$ cat src/hdl/dcsg_pkg.sv
package dcsg_pkg;

   // field and datapath widths
   localparam int SampleW  = 24;
   localparam int LevelW   = 16;
   localparam int CoefW    = 16;
   localparam int A0W      = 17;
   localparam int YW       = 28;
   localparam int YSumW    = 30;
   localparam int ZW       = 32;
   localparam int MulAW    = 29;
   localparam int MulBW    = 33;
   localparam int ProdW    = 62;
   localparam int AccW     = 50;
   localparam int OutRndW  = 31;
   localparam int ReqDataW = 40;
   localparam int RspDataW = 24;
   localparam int CsrAddrW = 2;
   localparam int CsrDataW = 16;

   // 0.995 in Q0.16, and the smoother pole after reset
   localparam logic [CoefW-1:0] DC_POLE    = 16'd65208;
   localparam logic [CoefW-1:0] POLE_RESET = 16'd65365;

   // register indexes
   localparam logic [CsrAddrW-1:0] CSR_ENABLE         = 2'd0;
   localparam logic [CsrAddrW-1:0] CSR_DC_BLOCK_ON    = 2'd1;
   localparam logic [CsrAddrW-1:0] CSR_SMOOTHING_POLE = 2'd2;

   // operand selects of the shared multiplier
   localparam logic [1:0] MUL_Y      = 2'd0;
   localparam logic [1:0] MUL_LEVEL  = 2'd1;
   localparam logic [1:0] MUL_SMOOTH = 2'd2;
   localparam logic [1:0] MUL_OUT    = 2'd3;

   typedef struct packed {
      logic [1:0] mul_sel;
      logic       mul_en;
      logic       load_in;
      logic       y_upd;
      logic       acc_ld;
      logic       z_upd;
      logic       out_ld;
   } dcsg_cmd_type;

   typedef struct packed {
      logic out_blocked;
   } dcsg_status_type;

endpackage

$ cat src/hdl/dcsg_ctrl.sv
module dcsg_ctrl (
   input  logic                     clock,
   input  logic                     reset,
   input  logic                     req_tvalid,
   output logic                     req_tready,
   input  dcsg_pkg::dcsg_status_type status,
   output dcsg_pkg::dcsg_cmd_type    cmd
);
   import dcsg_pkg::*;

   localparam logic [2:0] ST_IDLE       = 3'd0;
   localparam logic [2:0] ST_MUL_Y      = 3'd1;
   localparam logic [2:0] ST_MUL_LEVEL  = 3'd2;
   localparam logic [2:0] ST_MUL_SMOOTH = 3'd3;
   localparam logic [2:0] ST_SUM_Z      = 3'd4;
   localparam logic [2:0] ST_MUL_OUT    = 3'd5;
   localparam logic [2:0] ST_FINISH     = 3'd6;

   logic [2:0] state_ff;
   logic [2:0] state_in;

   // sequencer: at most one multiply per step, result beat loaded in the last step
   always_comb begin
      state_in    = state_ff;
      cmd         = '0;
      cmd.mul_sel = MUL_Y;
      req_tready  = 1'b0;
      unique case (state_ff)
         ST_IDLE: begin
            req_tready = 1'b1;
            if (req_tvalid) begin
               cmd.load_in = 1'b1;
               state_in    = ST_MUL_Y;
            end
         end
         ST_MUL_Y: begin
            cmd.mul_sel = MUL_Y;
            cmd.mul_en  = 1'b1;
            state_in    = ST_MUL_LEVEL;
         end
         ST_MUL_LEVEL: begin
            cmd.mul_sel = MUL_LEVEL;
            cmd.mul_en  = 1'b1;
            cmd.y_upd   = 1'b1;
            state_in    = ST_MUL_SMOOTH;
         end
         ST_MUL_SMOOTH: begin
            cmd.mul_sel = MUL_SMOOTH;
            cmd.mul_en  = 1'b1;
            cmd.acc_ld  = 1'b1;
            state_in    = ST_SUM_Z;
         end
         ST_SUM_Z: begin
            cmd.z_upd = 1'b1;
            state_in  = ST_MUL_OUT;
         end
         ST_MUL_OUT: begin
            cmd.mul_sel = MUL_OUT;
            cmd.mul_en  = 1'b1;
            state_in    = ST_FINISH;
         end
         ST_FINISH: begin
            // wait while the output register still holds an untaken beat
            if (!status.out_blocked) begin
               cmd.out_ld = 1'b1;
               state_in   = ST_IDLE;
            end
         end
         default: state_in = ST_IDLE;
      endcase
   end

   always_ff @(posedge clock) begin
      if (reset) begin
         state_ff <= ST_IDLE;
      end else begin
         state_ff <= state_in;
      end
   end

endmodule

$ cat config.mk
export PLATFORM = sky130hd
export DESIGN_NAME = dcsg_ctrl
export DESIGN_NICKNAME = d
export VERILOG_FILES = /design/src/hdl/dcsg_pkg.sv /design/src/hdl/dcsg_ctrl.sv
export SDC_FILE = /design/constraint.sdc
export NUM_CORES = 1
export LEC_CHECK = 0
export BUFFER_PORTS_ARGS = -buffer_cell sky130_fd_sc_hd__buf_2
export CORE_AREA = 2 2 39 41
export DETAILED_ROUTE_END_ITERATION = 7
export DIE_AREA = 0 0 41 43
export GPL_ROUTABILITY_DRIVEN = 1
export HOLD_SLACK_MARGIN = 0.08
export PLACE_DENSITY_LB_ADDON = 0.05
export SYNTH_ARGS = -nofsm -noshare
export SYNTH_HDL_FRONTEND = slang
export SYNTH_SLANG_ARGS = --single-unit
$ cat constraint.sdc
create_clock -name clock -period 2.7 [get_ports clock]
set_input_delay 0.405 -clock clock [delete_from_list [all_inputs] [get_ports clock]]
set_output_delay 0.405 -clock clock [all_outputs]
set_load 0.01 [all_outputs]
==> impl_results.md <==
- Slew HR: 75.3%
- Status: finished clean
- Crit path DAT: approximately 1200 ps
- Post-DP HPWL: approximately 460 um
- Post-CTS Setup Repair Bufs: 0
- Largest Register: state_ff
- Routed via count: approximately 240
- Core ar.: 1380 um2
- CP Buf/Inv Count: 2
- Sequential fraction of design power: ~33%
- Chip width: 41 um
- Slowest CP cell: dfxtp_1
- Mean post-synth cell area: about 7.5 um2
- Total die area: between 1500 and 2000 um2
- Number of H-tree levels: 1
- Max VDD drop: between 0.1 and 0.15 mV
- Clock Skews: roughly 5.2 ps
- Cts repair resizes: 0
- Sequential cell area: about 60 um2
- Largest regs: state_ff x3
- CTS Root Cell: clkbuf_4
- Final instance area: about 300 um2
- Fin. Hold Viols: 0
- GRT overflow: 0
- Maximum buffer depth of the clock tree: 2
- TritonCTS Buffers: 3
- GP Congestion: about 0.78
- Largest net degree at the start of global routing: 10
- Worst-path clk slew: about 30 ps
- Ranking of synthesized cells by area: dfxtp_1 30%, a21oi_1 7.5%, nor3_1 7.5%
- GRT Total Usage: 7.52%
- Largest register FFs: 3
- CP Capture Type: output port
- Clock Sinks: 3
- Hold wc startpoint: reset
- Post-synth ARST share: 0%
- CP startpoint kind: flip-flop
- Setup TNS: 0 ps
- CTS Hold Bufs: 0
- Unique masters post-synth: 17
- RSZ-0062 raised after global routing: false
- Global-route wire length before repair: around 840 um
- Worst-Margin Slew: approximately 370 ps
- Worst r2r dst: state_ff[2]
- Number of remaining DRC errors: 0
- R2R Setup Slk: 1680 ps
- Int Pwr: between 0.1 and 0.15 mW
- Post-synth top area cell: dfxtp_1
- Hold EP: state_ff[1]
- Final net count: 47
- HP Class: in2reg
- Synth warn: 0
- Worst R2R Path Depth: 3
- EDFF count, synth: 0
- Period minus WS final: between 1500 and 2000 ps
- Total Wirelength: between 500 and 600 um
- Synth Flop Type: dfxtp_1
- Syn Nets: 31
- CP Cell Sequence: inv_2 -> nor4_2 -> buf_2
- Crit-path max cell delay: approximately 500 ps
- Fillers: 170
- Slew Viols, Final: 0
- CP Max Fanout: 8
- Post-synthesis sequential area ratio: a little under 30%
- Site Rows: 14
- WHS Path Cells: 2
- Worst setup path category: reg2out
- Area of the multi-input gates: ~120 um2
- MaxCap Viol Count: 0
- Post-DP Area: ~280 um2
- Synth-to-Final Area Change: 50.3%
- Initial antenna violation count: 0
- Die Ht: between 40 and 50 um
- Pwr Density: ~570 nW/um2
- Leak: 0.142 nW
- IO buf count: 12
- ANT nets after route: 0
- Cell count after synthesis: 27
- Initial core utilization: between 10% and 20%
- Yosys reg bits: 3
- Synth top cells by count: 3 x a21oi_1, 3 x dfxtp_1, 3 x inv_1, 3 x nand2_1, 3 x nor3_1
- Worst skew pair latency: roughly 230 ps
- Proportion of power drawn by the clock network: a little over two fifths
- Sw Pwr: approximately 0.051 mW
- R2r startpoint: state_ff[0]
- Crit-path leading delay family: flip-flops
- Peak Freq: between 0.6 and 0.7 GHz
- Vias in the first global route: 211
- Sw Share: roughly 30%
- Share of cells above drive strength 1: between 40% and 50%
- DR vias/cell: between 4 and 5
- Tcrit/Tclk final: roughly 61%
- Post-synth top area share: between 20 and 30%
- Drt pass-1 iters: 2
- Final Setup Violations: 0
- # diodes: 0
- CTS tree: built
- Worst EP required: 2300 ps
- Wire per inst: around 9.6 um
- Top Ports: 13
- Comb power frac: 22.9%
- Post-Synthesis Cell Area: about 200 um2
- Iter 0 DRT Violations: 3
==> layout make-up <==
class | instances | share of cell area, %
multi-input cells | 19 | 40.1
flip-flops and latches | 3 | 19.8
repair buffers | 12 | 19.8
clock buffers | 4 | 8.68
well taps | 16 | 6.61
inverters | 4 | 4.96
==> worst max path at each step <==
| stage | from | endpoint | slack (ps) | cells after the start |
|---|---|---|---|---|
| global placement | state_ff[1] | cmd[0] | 1310 | 3 |
| detailed placement | state_ff[1] | cmd[0] | 1300 | 3 |
| floorplan | state_ff[0] | cmd[4] | 1330 | 3 |
| finish | state_ff[1] | cmd[0] | 1070 | 3 |
| CTS | state_ff[1] | cmd[0] | 1050 | 3 |
| global route | state_ff[1] | cmd[0] | 970 | 3 |
==> cell families after synthesis <==
kind of cell	synth area share, %
flops	29.8
compound gates	24.8
simple gates	35.4
buf+inv	9.93
==> power groups by stage <==
stage	combinational (mW)	clock [mW]	sequential [mW]
floorplan	0.0282	0	0.0525
global placement	0.0405	0	0.0575
detailed placement	0.0401	0	0.0576
CTS	0.0404	0.0804	0.0569
global route	0.0441	0.0886	0.0581
finish	0.0394	0.0755	0.0568
==> per-layer routing <==
layer / GRT usage, % / part of all wire, %
met1: 9.29 / 45
met2: 9.69 / 47
met3: 3.14 / 8.1
met4: 6.00 / 0
met5: 0 / 0
==> layout by cell type (no fill, tap or decap) <==
master	netlist	routed
buf_2	1	12
nor3_1	3	3
inv_1	3	3
nand2_1	3	3
a21oi_1	3	3
clkbuf_4	0	3
dfxtp_1	3	3
nand3_1	1	1
nand2b_2	1	1
nor2_2	1	1
inv_2	1	1
o21bai_1	1	1
nor4_2	1	1
and2_1	1	1
a2111oi_2	1	1
nor2b_1	1	1
o21ai_0	1	1
o211ai_1	1	1
clkbuf_1	0	1
==> worst reg2reg max path: stages (launching register included) <==
cell and delay [ps]:
dfxtp_1 530, nor2b_1 80, o21ai_0 190, a21oi_1 90
==> through the flow <==
stage	hold slack [ps]	setup slack, ps	utilization, %	instances	total power, mW
floorplan	474	1330	-	27	0.0807
global placement	599	1310	20.0	54	0.0980
detailed placement	598	1300	20.0	54	0.0977
CTS	377	1050	21.9	58	0.178
global route	372	969	21.9	58	0.191
finish	386	1070	21.9	58	0.172
Note: power is estimated with default switching activity, not from simulation.
