<file path="src/hdl/dcsg_pkg.sv">
package dcsg_pkg;

   // field and datapath widths
   localparam int SampleW  = 24;
   localparam int LevelW   = 16;
   localparam int CoefW    = 16;
   localparam int A0W      = 17;
   localparam int YW       = 28;
   localparam int YSumW    = 30;
   localparam int ZW       = 32;
   localparam int MulAW    = 29;
   localparam int MulBW    = 33;
   localparam int ProdW    = 62;
   localparam int AccW     = 50;
   localparam int OutRndW  = 31;
   localparam int ReqDataW = 40;
   localparam int RspDataW = 24;
   localparam int CsrAddrW = 2;
   localparam int CsrDataW = 16;

   // 0.995 in Q0.16, and the smoother pole after reset
   localparam logic [CoefW-1:0] DC_POLE    = 16'd65208;
   localparam logic [CoefW-1:0] POLE_RESET = 16'd65365;

   // register indexes
   localparam logic [CsrAddrW-1:0] CSR_ENABLE         = 2'd0;
   localparam logic [CsrAddrW-1:0] CSR_DC_BLOCK_ON    = 2'd1;
   localparam logic [CsrAddrW-1:0] CSR_SMOOTHING_POLE = 2'd2;

   // operand selects of the shared multiplier
   localparam logic [1:0] MUL_Y      = 2'd0;
   localparam logic [1:0] MUL_LEVEL  = 2'd1;
   localparam logic [1:0] MUL_SMOOTH = 2'd2;
   localparam logic [1:0] MUL_OUT    = 2'd3;

   typedef struct packed {
      logic [1:0] mul_sel;
      logic       mul_en;
      logic       load_in;
      logic       y_upd;
      logic       acc_ld;
      logic       z_upd;
      logic       out_ld;
   } dcsg_cmd_type;

   typedef struct packed {
      logic out_blocked;
   } dcsg_status_type;

endpackage

</file>
<file path="src/hdl/dcsg_datapath.sv">
module dcsg_datapath (
   input  logic                                 clock,
   input  logic                                 reset,
   input  logic                                 csr_wr_en,
   input  logic [dcsg_pkg::CsrAddrW-1:0]        csr_addr,
   input  logic [dcsg_pkg::CsrDataW-1:0]        csr_wr_data,
   input  logic [dcsg_pkg::ReqDataW-1:0]        req_tdata,
   input  dcsg_pkg::dcsg_cmd_type               cmd,
   output dcsg_pkg::dcsg_status_type            status,
   output logic                                 rsp_tvalid,
   input  logic                                 rsp_tready,
   output logic [dcsg_pkg::RspDataW-1:0]        rsp_tdata
);
   import dcsg_pkg::*;

   localparam logic signed [ProdW-1:0]   YRound   = ProdW'(64'sd32768);
   localparam logic signed [ProdW-1:0]   OutRound = ProdW'(64'sd1073741824);
   localparam logic [AccW-1:0]           ZRound   = AccW'(32768);
   localparam logic signed [YSumW-1:0]   YMax     = YSumW'(134217727);
   localparam logic signed [YSumW-1:0]   YMin     = -YSumW'(134217728);
   localparam logic signed [OutRndW-1:0] OutMax   = OutRndW'(8388607);
   localparam logic signed [OutRndW-1:0] OutMin   = -OutRndW'(8388608);

   // configuration registers
   logic             enable_ff, enable_in;
   logic             dc_on_ff, dc_on_in;
   logic [CoefW-1:0] pole_ff, pole_in;

   // filter state
   logic signed [SampleW-1:0] prev_input_ff, prev_input_in;
   logic signed [YW-1:0]      prev_blocked_ff, prev_blocked_in;
   logic [ZW-1:0]             z_ff, z_in;

   // item and working registers
   logic signed [SampleW-1:0] x_ff, x_in;
   logic [LevelW-1:0]         level_ff, level_in;
   logic signed [ProdW-1:0]   product_ff, product_in;
   logic [AccW-1:0]           acc_ff, acc_in;
   logic                      rsp_valid_ff, rsp_valid_in;
   logic [RspDataW-1:0]       rsp_data_ff, rsp_data_in;

   logic [A0W-1:0]            a0;
   logic signed [MulAW-1:0]   mul_a;
   logic signed [MulBW-1:0]   mul_b;
   logic signed [YW-1:0]      v_sel;
   logic signed [ProdW-1:0]   y_rnd;
   logic signed [YSumW-1:0]   y_sum;
   logic signed [YW-1:0]      y_sat;
   logic signed [ProdW-1:0]   out_rnd;
   logic signed [OutRndW-1:0] out_q;
   logic [RspDataW-1:0]       out_sat;
   logic [AccW-1:0]           z_sum;

   // configuration writes; indexes past the list are ignored
   always_comb begin
      enable_in = enable_ff;
      dc_on_in  = dc_on_ff;
      pole_in   = pole_ff;
      if (csr_wr_en) begin
         unique case (csr_addr)
            CSR_ENABLE:         enable_in = csr_wr_data[0];
            CSR_DC_BLOCK_ON:    dc_on_in  = csr_wr_data[0];
            CSR_SMOOTHING_POLE: pole_in   = csr_wr_data;
            default:            enable_in = enable_ff;
         endcase
      end
   end

   // shared multiplier operands
   assign a0    = A0W'(17'h10000) - {1'b0, pole_ff};
   assign v_sel = dc_on_ff ? prev_blocked_ff : YW'(x_ff);

   always_comb begin
      case (cmd.mul_sel)
         MUL_Y: begin
            mul_a = MulAW'(prev_blocked_ff);
            mul_b = {{(MulBW-CoefW){1'b0}}, DC_POLE};
         end
         MUL_LEVEL: begin
            mul_a = {{(MulAW-A0W){1'b0}}, a0};
            mul_b = {{(MulBW-LevelW){1'b0}}, level_ff};
         end
         MUL_SMOOTH: begin
            mul_a = {{(MulAW-CoefW){1'b0}}, pole_ff};
            mul_b = {1'b0, z_ff};
         end
         default: begin
            mul_a = MulAW'(v_sel);
            mul_b = {1'b0, z_ff};
         end
      endcase
   end

   assign product_in = cmd.mul_en ? mul_a * mul_b : product_ff;

   // DC blocker: y = x - x_prev + round(0.995 * y_prev), saturated to 28 bits
   assign y_rnd = product_ff + YRound;
   assign y_sum = YSumW'(x_ff) - YSumW'(prev_input_ff) + y_rnd[16 +: YSumW];

   always_comb begin
      if (y_sum > YMax) begin
         y_sat = YMax[YW-1:0];
      end else if (y_sum < YMin) begin
         y_sat = YMin[YW-1:0];
      end else begin
         y_sat = y_sum[YW-1:0];
      end
   end

   assign prev_blocked_in = cmd.y_upd ? y_sat : prev_blocked_ff;
   assign prev_input_in   = cmd.y_upd ? x_ff : prev_input_ff;

   // level smoother: acc holds level*a0 scaled up plus the rounding half
   assign acc_in = cmd.acc_ld ?
                   {product_ff[ZW:0], {CoefW{1'b0}}} + ZRound : acc_ff;
   assign z_sum  = acc_ff + AccW'(product_ff[ZW+CoefW-1:0]);
   assign z_in   = cmd.z_upd ? z_sum[CoefW +: ZW] : z_ff;

   // item capture
   assign x_in     = cmd.load_in ? req_tdata[SampleW-1:0] : x_ff;
   assign level_in = cmd.load_in ? req_tdata[SampleW +: LevelW] : level_ff;

   // output scaling: round(v * z / 2^31), saturated to 24 bits
   assign out_rnd = product_ff + OutRound;
   assign out_q   = out_rnd[31 +: OutRndW];

   always_comb begin
      if (out_q > OutMax) begin
         out_sat = OutMax[RspDataW-1:0];
      end else if (out_q < OutMin) begin
         out_sat = OutMin[RspDataW-1:0];
      end else begin
         out_sat = out_q[RspDataW-1:0];
      end
   end

   // output register
   always_comb begin
      rsp_valid_in = rsp_valid_ff;
      rsp_data_in  = rsp_data_ff;
      if (cmd.out_ld) begin
         rsp_valid_in = 1'b1;
         rsp_data_in  = enable_ff ? out_sat : '0;
      end else if (rsp_tready) begin
         rsp_valid_in = 1'b0;
      end
   end

   assign status.out_blocked = rsp_valid_ff && !rsp_tready;
   assign rsp_tvalid         = rsp_valid_ff;
   assign rsp_tdata          = rsp_data_ff;

   always_ff @(posedge clock) begin
      if (reset) begin
         enable_ff       <= 1'b1;
         dc_on_ff        <= 1'b1;
         pole_ff         <= POLE_RESET;
         prev_input_ff   <= '0;
         prev_blocked_ff <= '0;
         z_ff            <= '0;
         rsp_valid_ff    <= 1'b0;
      end else begin
         enable_ff       <= enable_in;
         dc_on_ff        <= dc_on_in;
         pole_ff         <= pole_in;
         prev_input_ff   <= prev_input_in;
         prev_blocked_ff <= prev_blocked_in;
         z_ff            <= z_in;
         rsp_valid_ff    <= rsp_valid_in;
      end
   end

   always_ff @(posedge clock) begin
      x_ff        <= x_in;
      level_ff    <= level_in;
      product_ff  <= product_in;
      acc_ff      <= acc_in;
      rsp_data_ff <= rsp_data_in;
   end

endmodule

</file>
<file path="config.mk">
export PLATFORM = sky130hd
export DESIGN_NAME = dcsg_datapath
export DESIGN_NICKNAME = d
export VERILOG_FILES = /design/src/hdl/dcsg_pkg.sv /design/src/hdl/dcsg_datapath.sv
export SDC_FILE = /design/constraint.sdc
export NUM_CORES = 2
export LEC_CHECK = 0
export BUFFER_PORTS_ARGS = -buffer_cell sky130_fd_sc_hd__buf_2
export CAP_MARGIN = 30
export CORE_MARGIN = 5
export CORE_UTILIZATION = 55
export CTS_BUF_LIST = sky130_fd_sc_hd__clkbuf_4
export CTS_CLUSTER_DIAMETER = 50
export DETAILED_ROUTE_END_ITERATION = 7
export PLACE_DENSITY = 0.71
export SLEW_MARGIN = 25
export SYNTH_ARGS = -nofsm -noshare
export SYNTH_HDL_FRONTEND = slang
export SYNTH_SLANG_ARGS = --single-unit
export TNS_END_PERCENT = 1
</file>
<file path="constraint.sdc">
create_clock -name clock -period 15.2 [get_ports clock]
set_input_delay 2.28 -clock clock [delete_from_list [all_inputs] [get_ports clock]]
set_output_delay 2.28 -clock clock [all_outputs]
set_load 0.005 [all_outputs]
</file>
==> results.ini <==
[synthesis]
ys_seq_elements = 261
synth_area_per_cell_um2 = 8.96
synth_edf_count = 158
syn_nets = 6278
syn_area_um2 = 45100
syn_inst = 5027
yosysUniqueCellTypes = 85
seq_area_frac_synth_pct = 15.1
synth_warnings = 0
yosys_most_used_dff = edfxtp_1
postSynth.asyncResetShare_pct = 0

[critical_path]
r2r_start = pole_ff[2]
slowest_delay_ps = 820
crit_required_ps = 15710
rrSetupSlack_ps = 4340
cp_common_cell = fa_1
slowest_stage = nor3_1
cp_max_fo = 69
r2r-end = product_ff[54]
critPathKind = in -> reg
crit_arrival_ps = 12360
rr_worst_depth = 30
end_kind = register
start_kind = input pin

[die]
row_count = 105
dieArea_um2 = 87800
io_pins = 96
die_w_um = 296
core_area_um2 = 81700
fp.dieH_um = 296
initial_utilization_pct = 55.1

[clocking]
clk_pin_slew_ps = 60
clock_latency_ps = 800
cts_htree_levels = 3
clockBufferDepth = 3
clock-sinks = 261
root_buffer = clkbuf_4
ctsHoldBuffers = 0
cts_tree = built
cts_setup_buffers = 0
cts_resized = 0
cts_buffers = 70

[sta]
worst_slew_pin_slew_ps = 1100
hold_viol_final = 0
relSlewSlack_pct = 26.7
setup_violations = 0
tns_ps = 0
rsz0062_at_grt = no
fmax_mhz = 84.4
drv_slew = 0
clock-skew-final_ps = 107
finalCriticalPeriod_ps = 11850
fin_crit_sh_pct = 78.0

[routing]
dr.first_iter.drc_count = 3210
antenna_left = 0
wl_mm = 143
wl_per_cell_um = 23.1
routed_via_density = 5.95
post-route-drc-count = 2
dr.pass1.iters = 8
via_count = 36800

[global_routing]
grt_pass1_vias = 37500
grt_max_degree = 70
gr-total-overflow = 0
grt_pass1_wl_mm = 219
antenna_found_initial = 8
track_usage_pct = 32.9

[run_status]
status = finished, violations left
violations = design-rule violations

[placement]
gp_congestion = 0.999
portBuffers = 95
dp_hpwl_mm = 107

[finish]
area_growth_pct = 6.30
nets = 6303
drive_above_1_share_pct = 7.87

[job]
drv_cap = 0

[worst_hold_path]
hold_path_depth = 0
min_to = acc_ff[17]
hold_start = product_ff[1]
holdCritPathClass = reg -> reg

per-stage QoR:
step | hold WS, ps | cell area [µm²] | cells | util (%) | setup WS, ps
final | 421 | 47900 | 6181 | 58.6 | 3350
after CTS | 418 | 47800 | 6170 | 58.5 | 3490
after global placement | 402 | 46700 | 6038 | 57.2 | 2830
after global routing | 425 | 47900 | 6179 | 58.6 | 3100
after detailed placement | 406 | 46800 | 6042 | 57.3 | 2630
after floorplan | 400 | 45100 | 5027 | - | 4380
metal layers:
metal / vias up / track usage, % / wire length (µm)
met5: - / 0.705 / 83
met4: 2 / 15.9 / 8660
met3: 496 / 8.17 / 14800
met2: 1899 / 53.0 / 65300
met1: 18400 / 41.9 / 53800
li1: 16000 / - / -
cell type report:
cell class | count | area [µm²]
clock buffers | 109 | 818
diodes | 3 | 7.51
repair buffers | 191 | 1290
flip-flops and latches | 261 | 6810
inverters | 932 | 3500
fillers | 7262 | 33800
well taps | 1070 | 1340
multi-input cells | 3596 | 34000
clock inverters | 19 | 155
cell usage in the layout (no fill, tap or decap), types with 85 or more instances in the layout:
master / count
a21oi_1: 135
buf_2: 95
buf_4: 85
clkbuf_4: 109
dfxtp_1: 103
edfxtp_1: 158
fa_1: 809
ha_1: 372
inv_1: 931
nand2_1: 651
nor2_1: 606
o21ai_0: 111
xnor2_1: 116
worst max path at each step:
stage          startpoint             end  slack [ps]  cells past startpoint
6_report           cmd[7]  product_ff[54]        3350                     28
3_5_place_dp       cmd[7]  product_ff[54]        2630                     29
2_1_floorplan      cmd[7]  product_ff[53]        4380                     29
3_3_place_gp       cmd[7]  product_ff[52]        2830                     27
5_1_grt            cmd[7]  product_ff[60]        3100                     28
4_1_cts            cmd[7]  product_ff[45]        3490                     30
critical path: cells and delay by family:
| family | cells | cell delay (ps) |
|---|---|---|
| buf+inv | 6 | 1440 |
| fa+ha+maj | 9 | 4320 |
| simple gates | 7 | 2710 |
| compound gates | 6 | 1590 |
Yosys cell counts, types with 19 or more instances:
cell type,count,share of area (%)
inv_1,931,7.8
o21bai_1,23,0.38
and2_1,34,0.47
a21oi_1,142,1.6
nor3_1,44,0.49
nand2_1,653,5.4
xor2_1,52,1.0
fa_1,809,36
nor2_1,607,5.1
o21ai_0,112,1.2
buf_1,19,0.16
edfxtp_1,158,11
nand2b_1,27,0.37
nand3_1,59,0.66
and3_1,29,0.40
o21a_1,34,0.57
o221a_2,25,0.62
a211oi_1,24,0.40
ha_1,372,10
mux2i_1,59,1.3
clkbuf_1,213,1.8
nand4_1,36,0.50
a21o_1,49,0.82
dfxtp_1,103,4.6
xnor2_1,116,2.3
flip-flops by register name, summed over array words and instances, names as in the netlist, 24 cells and up:
name	cells
z_ff	32
rsp_tdata	24
x_ff	24
acc_ff	32
prev_blocked_ff	28
prev_input_ff	24
product_ff	62
kinds of logic (layout without fill, tap and decap cells):
logic type | Yosys count | in the layout | synth area share [%]
other | 0 | 3 | 0
xor gates and xnor gates | 169 | 169 | 3.30
and+or+nand+nor | 1593 | 1593 | 15.1
adders and majority gates | 1181 | 1181 | 46.3
muxes | 60 | 60 | 1.34
AOI/OAI and AO/OA | 593 | 593 | 9.12
buffers and inverters | 1170 | 1251 | 9.79
DFF | 261 | 261 | 15.1
Power is not shown: default switching activity piles up to over one toggle a cycle in this logic, so the estimate is an artifact.
